==> config.mk <==
export PLATFORM = sky130hd
export DESIGN_NAME = wall_follow_pd_steering
export DESIGN_NICKNAME = d
export VERILOG_FILES = /design/src/hdl/wfpd_pkg.sv /design/src/hdl/wall_follow_pd_steering.sv
export SDC_FILE = /design/constraint.sdc
export NUM_CORES = 1
export LEC_CHECK = 0
export BUFFER_PORTS_ARGS = -buffer_cell sky130_fd_sc_hd__buf_2
export CORE_MARGIN = 2
export CORE_UTILIZATION = 40
export CTS_BUF_LIST = sky130_fd_sc_hd__clkbuf_4 sky130_fd_sc_hd__clkbuf_8
export DETAILED_ROUTE_END_ITERATION = 12
export PLACE_DENSITY_LB_ADDON = 0.2
export SETUP_SLACK_MARGIN = 0.15
export SLEW_MARGIN = 20
export SYNTH_ARGS = -nofsm -noshare
export SYNTH_HDL_FRONTEND = slang
export SYNTH_SLANG_ARGS = --single-unit
export TNS_END_PERCENT = 10
==> constraint.sdc <==
create_clock -name i_clk -period 10.1 [get_ports i_clk]
set_input_delay 1.01 -clock i_clk [delete_from_list [all_inputs] [get_ports i_clk]]
set_output_delay 1.01 -clock i_clk [all_outputs]
set_load 0.02 [all_outputs]
==> src/hdl/wfpd_pkg.sv <==
// Shared types and constants of the wall-follow PD steering block.
// Used by the top level and its port checker; depends on nothing.
`default_nettype none

package wfpd_pkg;

    localparam int CFG_INDEX_W = 3;
    localparam int CFG_DATA_W  = 16;
    localparam int GAIN_W      = 8;
    localparam int PERIOD_W    = 16;
    localparam int LEVEL_W     = 12;
    localparam int BAND_W      = 10;
    localparam int ERR_W       = 13;
    localparam int CORR_W      = 18;
    localparam int WALL_W      = 2;
    localparam int OUT_FIELD_W = 2 * PERIOD_W + CORR_W;
    localparam int OUT_TDATA_W = ((OUT_FIELD_W + 7) / 8) * 8;

    localparam int ERR_MIN  = -(1 << (ERR_W - 1));
    localparam int ERR_MAX  = (1 << (ERR_W - 1)) - 1;
    localparam int CORR_MIN = -(1 << (CORR_W - 1));
    localparam int CORR_MAX = (1 << (CORR_W - 1)) - 1;

    localparam logic [GAIN_W-1:0]   P_GAIN_RST       = 8'd11;
    localparam logic [GAIN_W-1:0]   D_GAIN_RST       = 8'd20;
    localparam logic [PERIOD_W-1:0] BASE_PERIOD_RST  = 16'd20000;
    localparam logic [LEVEL_W-1:0]  RIGHT_DETECT_RST = 12'd3100;
    localparam logic [LEVEL_W-1:0]  RIGHT_CENTER_RST = 12'd3250;
    localparam logic [LEVEL_W-1:0]  LEFT_DETECT_RST  = 12'd1500;
    localparam logic [LEVEL_W-1:0]  LEFT_CENTER_RST  = 12'd1850;
    localparam logic [BAND_W-1:0]   DEAD_BAND_RST    = 10'd20;

    typedef enum logic [CFG_INDEX_W-1:0] {
        CFG_P_GAIN       = 3'd0,
        CFG_D_GAIN       = 3'd1,
        CFG_BASE_PERIOD  = 3'd2,
        CFG_RIGHT_DETECT = 3'd3,
        CFG_RIGHT_CENTER = 3'd4,
        CFG_LEFT_DETECT  = 3'd5,
        CFG_LEFT_CENTER  = 3'd6,
        CFG_DEAD_BAND    = 3'd7
    } t_cfg_index;

    typedef enum logic [WALL_W-1:0] {
        WALL_NONE  = 2'd0,
        WALL_RIGHT = 2'd1,
        WALL_LEFT  = 2'd2
    } t_wall;

endpackage

`default_nettype wire

==> src/hdl/wall_follow_pd_steering.sv <==
// Wall-follow PD steering: median-of-three sensor filter, wall select, PD correction, periods.
// Depends on wfpd_pkg.
//
// One request carries three right and three left wall-sensor samples; each side is reduced to
// its median, the usable wall sets the steering error, and a PD correction with a dead band
// trims the two motor periods around base_period. The datapath is a four-register pipeline
// (input, error, gain products, result): m_axis_tvalid rises once a request reaches the result
// register, and a new request is taken every cycle unless m_axis_tready holds the output.
// While a result waits, requests keep entering until all four registers hold one, then
// s_axis_tready drops. Write configuration only while idle.
`default_nettype none

module wall_follow_pd_steering
    import wfpd_pkg::*;
#(
    parameter int SAMPLE_BITS = 12
) (
    input  logic                                       i_clk,
    input  logic                                       i_rst_n,
    input  logic                                       i_cfg_wr_en,
    input  logic [CFG_INDEX_W-1:0]                     i_cfg_index,
    input  logic [CFG_DATA_W-1:0]                      i_cfg_data,
    input  logic                                       s_axis_tvalid,
    output logic                                       s_axis_tready,
    // right_sample_a, right_sample_b, right_sample_c, left_sample_a, left_sample_b,
    // left_sample_c, zero fill
    input  logic [((6*SAMPLE_BITS+7)/8)*8-1:0]         s_axis_tdata,
    output logic                                       m_axis_tvalid,
    input  logic                                       m_axis_tready,
    // motor_one_period, motor_two_period, correction, zero fill
    output logic [OUT_TDATA_W-1:0]                     m_axis_tdata,
    // wall_used
    output logic [WALL_W-1:0]                          m_axis_tuser
);

    localparam int SB   = SAMPLE_BITS;
    localparam int CW   = (SB > LEVEL_W) ? SB : LEVEL_W;
    localparam int DW   = CW + 2;
    localparam int PW   = GAIN_W + 1 + ERR_W;
    localparam int DFW  = ERR_W + 1;
    localparam int QW   = GAIN_W + 1 + DFW;
    localparam int SW   = QW + 1;
    localparam int MW   = PERIOD_W + 4;

    localparam logic signed [DW-1:0] ERR_LO  = DW'(ERR_MIN);
    localparam logic signed [DW-1:0] ERR_HI  = DW'(ERR_MAX);
    localparam logic signed [SW-1:0] CORR_LO = SW'(CORR_MIN);
    localparam logic signed [SW-1:0] CORR_HI = SW'(CORR_MAX);

    // configuration
    logic [GAIN_W-1:0]   r_p_gain;
    logic [GAIN_W-1:0]   r_d_gain;
    logic [PERIOD_W-1:0] r_base_period;
    logic [LEVEL_W-1:0]  r_right_detect;
    logic [LEVEL_W-1:0]  r_right_center;
    logic [LEVEL_W-1:0]  r_left_detect;
    logic [LEVEL_W-1:0]  r_left_center;
    logic [BAND_W-1:0]   r_dead_band;

    // pipeline
    logic                    r1_vld, r2_vld, r3_vld, r4_vld;
    logic                    n1_vld, n2_vld, n3_vld, n4_vld;
    logic                    w_rdy2, w_rdy3, w_rdy4;
    logic                    w_load1, w_load2, w_load3, w_load4;
    logic [6*SB-1:0]         r1_samples;
    logic signed [ERR_W-1:0] r_prev_err;
    logic signed [ERR_W-1:0] r2_err;
    logic signed [DFW-1:0]   r2_diff;
    logic                    r2_zero;
    t_wall                   r2_wall;
    logic signed [PW-1:0]    r3_p;
    logic signed [QW-1:0]    r3_d;
    logic                    r3_zero;
    t_wall                   r3_wall;
    logic [PERIOD_W-1:0]     r4_m1;
    logic [PERIOD_W-1:0]     r4_m2;
    logic [CORR_W-1:0]       r4_corr;
    t_wall                   r4_wall;

    // error stage logic
    logic [SB-1:0]           w_ra, w_rb, w_rc, w_la, w_lb, w_lc;
    logic [SB-1:0]           w_rlo, w_rhi, w_llo, w_lhi, w_rmed, w_lmed;
    logic signed [DW-1:0]    w_raw, w_half, w_clip;
    logic signed [ERR_W-1:0] w_err;
    logic signed [DFW-1:0]   w_err_x, w_mag_x;
    t_wall                   w_wall;

    // result stage logic
    logic signed [SW-1:0]     w_sum, w_sat;
    logic signed [CORR_W-1:0] w_corr;
    logic signed [MW-1:0]     w_m1, w_m2;
    logic [PERIOD_W-1:0]      w_m1_sat, w_m2_sat;

    // handshake chain
    assign w_rdy4        = !r4_vld || m_axis_tready;
    assign w_rdy3        = !r3_vld || w_rdy4;
    assign w_rdy2        = !r2_vld || w_rdy3;
    assign s_axis_tready = !r1_vld || w_rdy2;
    assign w_load1       = s_axis_tvalid && s_axis_tready;
    assign w_load2       = r1_vld && w_rdy2;
    assign w_load3       = r2_vld && w_rdy3;
    assign w_load4       = r3_vld && w_rdy4;
    assign n1_vld        = w_load1 || (r1_vld && !w_rdy2);
    assign n2_vld        = w_load2 || (r2_vld && !w_rdy3);
    assign n3_vld        = w_load3 || (r3_vld && !w_rdy4);
    assign n4_vld        = w_load4 || (r4_vld && !m_axis_tready);

    always_ff @(posedge i_clk) begin
        if (!i_rst_n) begin
            r_p_gain       <= P_GAIN_RST;
            r_d_gain       <= D_GAIN_RST;
            r_base_period  <= BASE_PERIOD_RST;
            r_right_detect <= RIGHT_DETECT_RST;
            r_right_center <= RIGHT_CENTER_RST;
            r_left_detect  <= LEFT_DETECT_RST;
            r_left_center  <= LEFT_CENTER_RST;
            r_dead_band    <= DEAD_BAND_RST;
        end else if (i_cfg_wr_en) begin
            case (t_cfg_index'(i_cfg_index))
                CFG_P_GAIN:       r_p_gain       <= i_cfg_data[GAIN_W-1:0];
                CFG_D_GAIN:       r_d_gain       <= i_cfg_data[GAIN_W-1:0];
                CFG_BASE_PERIOD:  r_base_period  <= i_cfg_data[PERIOD_W-1:0];
                CFG_RIGHT_DETECT: r_right_detect <= i_cfg_data[LEVEL_W-1:0];
                CFG_RIGHT_CENTER: r_right_center <= i_cfg_data[LEVEL_W-1:0];
                CFG_LEFT_DETECT:  r_left_detect  <= i_cfg_data[LEVEL_W-1:0];
                CFG_LEFT_CENTER:  r_left_center  <= i_cfg_data[LEVEL_W-1:0];
                CFG_DEAD_BAND:    r_dead_band    <= i_cfg_data[BAND_W-1:0];
                default: ;
            endcase
        end
    end

    always_ff @(posedge i_clk) begin
        if (!i_rst_n) begin
            r1_vld     <= 1'b0;
            r2_vld     <= 1'b0;
            r3_vld     <= 1'b0;
            r4_vld     <= 1'b0;
            r_prev_err <= '0;
        end else begin
            r1_vld <= n1_vld;
            r2_vld <= n2_vld;
            r3_vld <= n3_vld;
            r4_vld <= n4_vld;
            if (w_load2) begin
                r_prev_err <= w_err;
            end
        end
    end

    // median of three per side
    assign w_ra   = r1_samples[0*SB +: SB];
    assign w_rb   = r1_samples[1*SB +: SB];
    assign w_rc   = r1_samples[2*SB +: SB];
    assign w_la   = r1_samples[3*SB +: SB];
    assign w_lb   = r1_samples[4*SB +: SB];
    assign w_lc   = r1_samples[5*SB +: SB];
    assign w_rlo  = (w_ra < w_rb) ? w_ra : w_rb;
    assign w_rhi  = (w_ra < w_rb) ? w_rb : w_ra;
    assign w_llo  = (w_la < w_lb) ? w_la : w_lb;
    assign w_lhi  = (w_la < w_lb) ? w_lb : w_la;
    assign w_rmed = (w_rc <= w_rlo) ? w_rlo : ((w_rc >= w_rhi) ? w_rhi : w_rc);
    assign w_lmed = (w_lc <= w_llo) ? w_llo : ((w_lc >= w_lhi) ? w_lhi : w_lc);

    always_comb begin
        w_wall = WALL_NONE;
        w_raw  = '0;
        if (CW'(w_rmed) > CW'(r_right_detect)) begin
            w_wall = WALL_RIGHT;
            w_raw  = $signed(DW'(w_rmed)) - $signed(DW'(r_right_center));
        end else if (CW'(w_lmed) > CW'(r_left_detect)) begin
            w_wall = WALL_LEFT;
            w_raw  = $signed(DW'(r_left_center)) - $signed(DW'(w_lmed));
        end
    end

    // halve toward zero, then limit to the error range
    assign w_half  = (w_raw + $signed(DW'(w_raw[DW-1]))) >>> 1;
    assign w_clip  = (w_half < ERR_LO) ? ERR_LO : ((w_half > ERR_HI) ? ERR_HI : w_half);
    assign w_err   = w_clip[ERR_W-1:0];
    assign w_err_x = DFW'(w_err);
    assign w_mag_x = w_err[ERR_W-1] ? -w_err_x : w_err_x;

    always_ff @(posedge i_clk) begin
        if (w_load1) begin
            r1_samples <= s_axis_tdata[6*SB-1:0];
        end
        if (w_load2) begin
            r2_err  <= w_err;
            r2_diff <= w_err_x - DFW'(r_prev_err);
            r2_zero <= w_mag_x[ERR_W-1:0] < ERR_W'(r_dead_band);
            r2_wall <= w_wall;
        end
        if (w_load3) begin
            r3_p    <= $signed({1'b0, r_p_gain}) * r2_err;
            r3_d    <= $signed({1'b0, r_d_gain}) * r2_diff;
            r3_zero <= r2_zero;
            r3_wall <= r2_wall;
        end
        if (w_load4) begin
            r4_m1   <= w_m1_sat;
            r4_m2   <= w_m2_sat;
            r4_corr <= w_corr;
            r4_wall <= r3_wall;
        end
    end

    // sum, limit, dead band, motor periods
    assign w_sum  = SW'(r3_p) + SW'(r3_d);
    assign w_sat  = (w_sum < CORR_LO) ? CORR_LO : ((w_sum > CORR_HI) ? CORR_HI : w_sum);
    assign w_corr = r3_zero ? '0 : w_sat[CORR_W-1:0];
    assign w_m1   = $signed(MW'(r_base_period)) - MW'(w_corr);
    assign w_m2   = $signed(MW'(r_base_period)) + MW'(w_corr);

    always_comb begin
        if (w_m1[MW-1]) begin
            w_m1_sat = '0;
        end else if (|w_m1[MW-2:PERIOD_W]) begin
            w_m1_sat = '1;
        end else begin
            w_m1_sat = w_m1[PERIOD_W-1:0];
        end
        if (w_m2[MW-1]) begin
            w_m2_sat = '0;
        end else if (|w_m2[MW-2:PERIOD_W]) begin
            w_m2_sat = '1;
        end else begin
            w_m2_sat = w_m2[PERIOD_W-1:0];
        end
    end

    assign m_axis_tvalid = r4_vld;
    assign m_axis_tdata  = OUT_TDATA_W'({r4_corr, r4_m2, r4_m1});
    assign m_axis_tuser  = r4_wall;

endmodule

`default_nettype wire

Word level (Yosys, flattened, before mapping)
Index checks and enable logic that the tools add are counted.
Widths: inputs -> output; s select.
- reduce and logical (&&, ||, !) cells: 35
- multipliers: 2
- $add $sub $neg: 8
- order comparisons: 13
- muxes and demuxes: 19
- equal/unequal tests: 7
- operators by type and width (cell ; count):
    $mux 12 ; 8
    $mux 18 ; 3
    $mux 13 ; 3
    $mux 16 ; 2
    $mux 14 ; 2
    $sub 12x12->13 ; 2
    $add 22x23->24 ; 1
    $ge 12x12->1 ; 2
    $gt 12x12->1 ; 2
    $gt 24x18->1 const B ; 1
    $le 12x12->1 ; 2
    $lt 12x12->1 ; 2
    $lt 24x18->1 const B ; 1
    $mul 9x14->23 ; 1
    $mul 9x13->22 ; 1
    $add 17x18->19 ; 1
    $sub 17x18->19 ; 1
    $reduce_and 2->1 ; 8
    $add 14x2->14 ; 1
    $sub 13x13->14 ; 1
    $gt 13x13->1 const B ; 1
    $lt 13x10->1 ; 1
    $lt 13x13->1 const B ; 1
    $neg 13->13 ; 1
    other kinds (9) ; 35
- logic and storage cells: 110
- input port bits: 96
- output and inout bits: 60
- register bits: 309

Logic depth before layout (Yosys ltp)
- word-level depth: 15
- gate-level depth with buffers: 71
- mapped depth without buffers: 70

Worst setup path after synthesis
No wires, ideal clock.
- path type: register -> register
- start: register r1_samples[1]
- end: register r2_zero, data pin
- stages on the path, launching flop included: 63
- clock period less this slack: 10.882 ns
- setup time: 0.152 ns
- setup slack: -0.782 ns
- arrival time: 10.731 ns
- buffers on the path: 3
- data required time: 9.948 ns
- path through: edfxtp_1 -> ha_1 -> a21o_1 -> a21oi_1 -> nor2b_1 -> o21ai_0 -> nand2b_1 -> a21oi_1 -> nor2b_1 -> o21ai_0 -> nand2b_1 -> a21oi_1 -> nor2b_1 -> o21ai_0 -> nand2b_1 -> a21oi_1 -> clkbuf_1 -> clkbuf_1 -> [27 not listed] -> ha_1 -> nand2_1 -> o21ai_0 -> ha_1 -> a21boi_0 -> o21ai_0 -> nand2b_1 -> a21oi_1 -> nor2b_1 -> o21ai_0 -> nand2b_1 -> a21oi_1 -> nor2b_1 -> o21ai_0 -> nand2b_1 -> a21oi_1 -> o21ai_0 -> a31oi_1
- longest elaborated chain between the ends: 14
- elaborated cells between the ends (all ways): 18
- classes of those cells: add/sub (3); order compare (7); mux (8)
- RTL lines (element ; line ; text):
    from (decl) ; wall_follow_pd_steering.sv:65 ; logic [6*SB-1:0] r1_samples;
    from (signal assigned) ; wall_follow_pd_steering.sv:186 ; r1_samples <= s_axis_tdata[6*SB-1:0];
    $lt 12x12->1 ; wall_follow_pd_steering.sv:158, wall_follow_pd_steering.sv:159 ;
    $mux 12 ; wall_follow_pd_steering.sv:159 ; assign w_rhi = (w_ra < w_rb) ? w_rb : w_ra;
    $ge 12x12->1 ; wall_follow_pd_steering.sv:162 ; assign w_rmed = (w_rc <= w_rlo) ? w_rlo : ((w_rc >= w_rhi) ? w_rhi : w_rc);
    $mux 12 ; wall_follow_pd_steering.sv:162 ;
    $mux 12 * ; wall_follow_pd_steering.sv:162 ;
    $sub 12x12->13 or $gt 12x12->1 (tied branches) ; wall_follow_pd_steering.sv:170, wall_follow_pd_steering.sv:168 ;
    $mux 14 * ; wall_follow_pd_steering.sv:168 ; if (CW'(w_rmed) > CW'(r_right_detect)) begin
    $add 14x2->14 * ; wall_follow_pd_steering.sv:178 ; assign w_half = (w_raw + $signed(DW'(w_raw[DW-1]))) >>> 1;
    $gt 13x13->1 ; wall_follow_pd_steering.sv:179 ; assign w_clip = (w_half < ERR_LO) ? ERR_LO : ((w_half > ERR_HI) ? ERR_HI : w_half);
    $mux 13 ; wall_follow_pd_steering.sv:179 ;
    $mux 13 * ; wall_follow_pd_steering.sv:179 ;
    via w_clip[1] ; wall_follow_pd_steering.sv:83 ; logic signed [DW-1:0] w_raw, w_half, w_clip;
    $neg 13->13 ; wall_follow_pd_steering.sv:182 ; assign w_mag_x = w_err[ERR_W-1] ? -w_err_x : w_err_x;
    $mux 13 * ; wall_follow_pd_steering.sv:182 ;
    $lt 13x10->1 * ; wall_follow_pd_steering.sv:191 ; r2_zero <= w_mag_x[ERR_W-1:0] < ERR_W'(r_dead_band);
    to (signal assigned) ; wall_follow_pd_steering.sv:191 ;
    to (decl) ; wall_follow_pd_steering.sv:69 ; logic r2_zero;
The timed path passes the listed nets; every way through them passes the cells marked *.
A chain may end at the register's enable or synchronous reset.

Worst setup path after layout
- start: register r1_samples[13]
- end: register r2_zero, data pin
The elaborated chain is that of the path after synthesis.

==> impl_metrics.env <==
export IMPL_status="complete, no violations"
export IMPL_postPlaceCellArea_sq_mm=0.02936
export IMPL_cts_reportedPaths_clkPinSlew_ps=60
export IMPL_cp_required_ps=10620
export IMPL_multi_input_area_sq_mm=0.01699
export IMPL_die_height_microns=262.5
export IMPL_cts_tree="done"
export IMPL_drc=0
export IMPL_period_needed_ps=9781
export IMPL_n_antenna_cell=0
export IMPL_hpwl_microns=54310
export IMPL_final_cells=4055
export IMPL_drv_cap=0
export IMPL_first_pass_iters=6
export IMPL_port_buffers=149
export IMPL_wl_microns=68160
export IMPL_num_vias=20490
export IMPL_clk_path_buf_depth=3
export IMPL_antenna_found_initial=3
export IMPL_drt_iter0_markers=1200
export IMPL_regArea_sq_mm=0.008208
export IMPL_clock_fmax_ghz=0.1022
export IMPL_fill_cells=6258
export IMPL_h_tree_depth=2
export IMPL_grt_max_degree=108
export IMPL_grt_pass1_wl_microns=109900
export IMPL_synth_seq_cells=309
export IMPL_ys_warnings_count=0
export IMPL_grt_usage_pct=19.75
export IMPL_crit_path_top_delay_cell="edfxtp_1"
export IMPL_start_util_pct=40.51
export IMPL_rows=94
export IMPL_ir_drop_v=0.0001706
export IMPL_clock_skew_ps=55.42
export IMPL_startpoint_type="flop"
export IMPL_avgSynthCellArea_sq_um=9.385
export IMPL_insertion_delay_ps=680
export IMPL_yosys_top_cells_area="edfxtp_1, fa_1, ha_1, dfxtp_1, inv_1"
export IMPL_setup_violations=0
export IMPL_core_area_sq_mm=0.06598
export IMPL_mostFrequentLayoutCell="inv_1"
export IMPL_die_area_sq_mm=0.06890
export IMPL_hold_depth=0
export IMPL_grt_remaining_overflow=0
export IMPL_rsz0062_at_grt="true"
export IMPL_netlist_instances=2848
export IMPL_r2r_cells=68
export IMPL_pin_count=156
export IMPL_synth_top_cell_area_share_pct=22.69
export IMPL_arrival_ps=10300
export IMPL_cts_made_buffers=57
export IMPL_wl_per_cell_microns=16.81
export IMPL_synth_top_flop_cell="edfxtp_1"
export IMPL_fin_nets=3697
export IMPL_hold_violations=0
export IMPL_ys_seq_area_share_pct=30.71
export IMPL_layout_drive_gt1_share_pct=17.30
export IMPL_maxSlewHeadroom_pct=31.91
export IMPL_fin_crit_sh_pct=96.84
export IMPL_yosysUniqueCellTypes=99
export IMPL_slew_viol_final=0
export IMPL_syn_cell_area_sq_mm=0.02673
export IMPL_p_per_area_mw_per_mm2=360.7
export IMPL_power_total_mw=11.24
export IMPL_min_path_type="flop to flop"
export IMPL_critPathKind="flop to flop"
export IMPL_cp_max_fo=3
export IMPL_final_cell_mix="inv_1, nand2_1, ha_1"
export IMPL_cts_root_buf="clkbuf_8"
export IMPL_grt_pass1_vias=21320
export IMPL_async_flop_share_pct=0
export IMPL_gp_congestion=0.9198
export IMPL_tightest_slew_ps=1014
export IMPL_p_leak_nw=14.28
export IMPL_cpPeakStageDelay_ps=390
export IMPL_end_kind="flop"
export IMPL_fin_area_sq_mm=0.03115
export IMPL_ant_nets=0
export IMPL_area_growth_pct=16.53
export IMPL_cts_sinks=309
export IMPL_viasPerCell=5.053
export IMPL_place_inst=3922
export IMPL_die_w_microns=262.5
export IMPL_yosysTopAreaCell="edfxtp_1"
export IMPL_holdWs_ps=425.1
export IMPL_synth_edff_count=202
==> final cells by class <==
cell class	instances	share of cell area, %
multi-input cells	2034	54.56
flip-flops and latches	309	26.35
repair buffers	317	6.588
inverters	423	5.098
well taps	864	3.471
clock buffers	70	2.892
clock inverters	38	1.044
==> final timing paths <==
| check | start | end | slack (ps) |
|---|---|---|---|
| worst max-delay path | r1_samples[13] | r2_zero | 320 |
| worst max register to register | r1_samples[13] | r2_zero | 320 |
| worst min register to register | r3_wall[1] | m_axis_tuser[1] | 430 |
| worst min-delay path | r3_wall[1] | m_axis_tuser[1] | 430 |
==> metal layers <==
metal  wire (microns)  track usage, %  vias to the layer above
li1                 -               -                    10160
met1            29130           24.11                     9793
met2            34130           35.61                      425
met3             2803           2.839                      113
met4             2085           6.679                        0
met5                0               0                        -
==> cell usage after synthesis, types with 9 or more instances <==
| cell | number |
|---|---|
| nand4_1 | 14 |
| o21bai_1 | 14 |
| fa_1 | 180 |
| a21oi_1 | 171 |
| xor2_1 | 26 |
| ha_1 | 279 |
| nor2b_1 | 32 |
| a21o_1 | 41 |
| and2_1 | 143 |
| nand2_1 | 340 |
| mux2_2 | 15 |
| edfxtp_1 | 202 |
| and3_1 | 12 |
| nand3_1 | 42 |
| a31oi_1 | 9 |
| a21boi_0 | 76 |
| o21a_1 | 18 |
| o21ai_0 | 122 |
| mux2i_1 | 40 |
| nand2b_1 | 34 |
| buf_4 | 11 |
| or3_1 | 12 |
| xnor2_1 | 92 |
| nor2_1 | 124 |
| o211ai_1 | 27 |
| nor3_1 | 23 |
| inv_1 | 423 |
| dfxtp_1 | 107 |
| clkbuf_1 | 68 |
==> metrics by stage <==
step | setup TNS, ps | util, % | worst slack (ps)
floorplan | 0 | - | 114.0
global placement | -2857 | 44.50 | -571.2
detailed placement | -4840 | 44.50 | -902.2
CTS | 0 | 46.89 | 20.05
global route | -1188 | 47.21 | -358.6
finish | 0 | 47.21 | 319.2
==> registers in the layout (all words and copies together), names as in the netlist, 13 cells and up <==
| name | cells |
|---|---|
| r3_p | 22 |
| r_prev_err | 13 |
| r2_diff | 14 |
| r3_d | 23 |
| r2_err | 13 |
| r1_samples | 72 |
| r4_m2 | 16 |
| r_base_period | 16 |
| r4_corr | 18 |
| r4_m1 | 16 |
==> power by group <==
group	leakage (nW)	switching [mW]	total [mW]	internal (mW)
clock	0.640	0.576	1.28	0.704
combinational	10.9	4.39	7.80	3.41
sequential	2.78	0.205	2.15	1.95
total	14.3	5.17	11.2	6.07
==> repair_timing <==
| item | CTS | global route |
|---|---|---|
| cloned | 0 | 0 |
| setup endpoints to repair | 12 | 13 |
| resized for setup | 57 | 47 |
| pin swaps | 49 | 33 |
| hold buffers | 0 | 0 |
| buffers inserted | 21 | 4 |
==> critical path: cells and delay by family (launching register included) <==
| kind | cells | cell delay (ps) |
|---|---|---|
| compound gates | 34 | 4520 |
| simple gates | 21 | 1930 |
| fa+ha+maj | 5 | 1290 |
| mux | 3 | 910 |
| buf+inv | 4 | 450 |
| flops | 1 | 390 |
| xor+xnor | 1 | 120 |
==> cell families (layout without fill, tap and decap cells) <==
kind of cell / after synthesis / count (layout) / synth area share [%]
buf+inv: 510 / 848 / 7.373
flops: 309 / 309 / 30.71
simple gates: 810 / 810 / 14.49
fa+ha+maj: 461 / 461 / 26.62
compound gates: 582 / 582 / 14.68
mux: 55 / 55 / 2.130
xor+xnor: 120 / 120 / 3.988
other cells: 1 / 6 / 0.01403
Power figures use the tool's default switching activity.
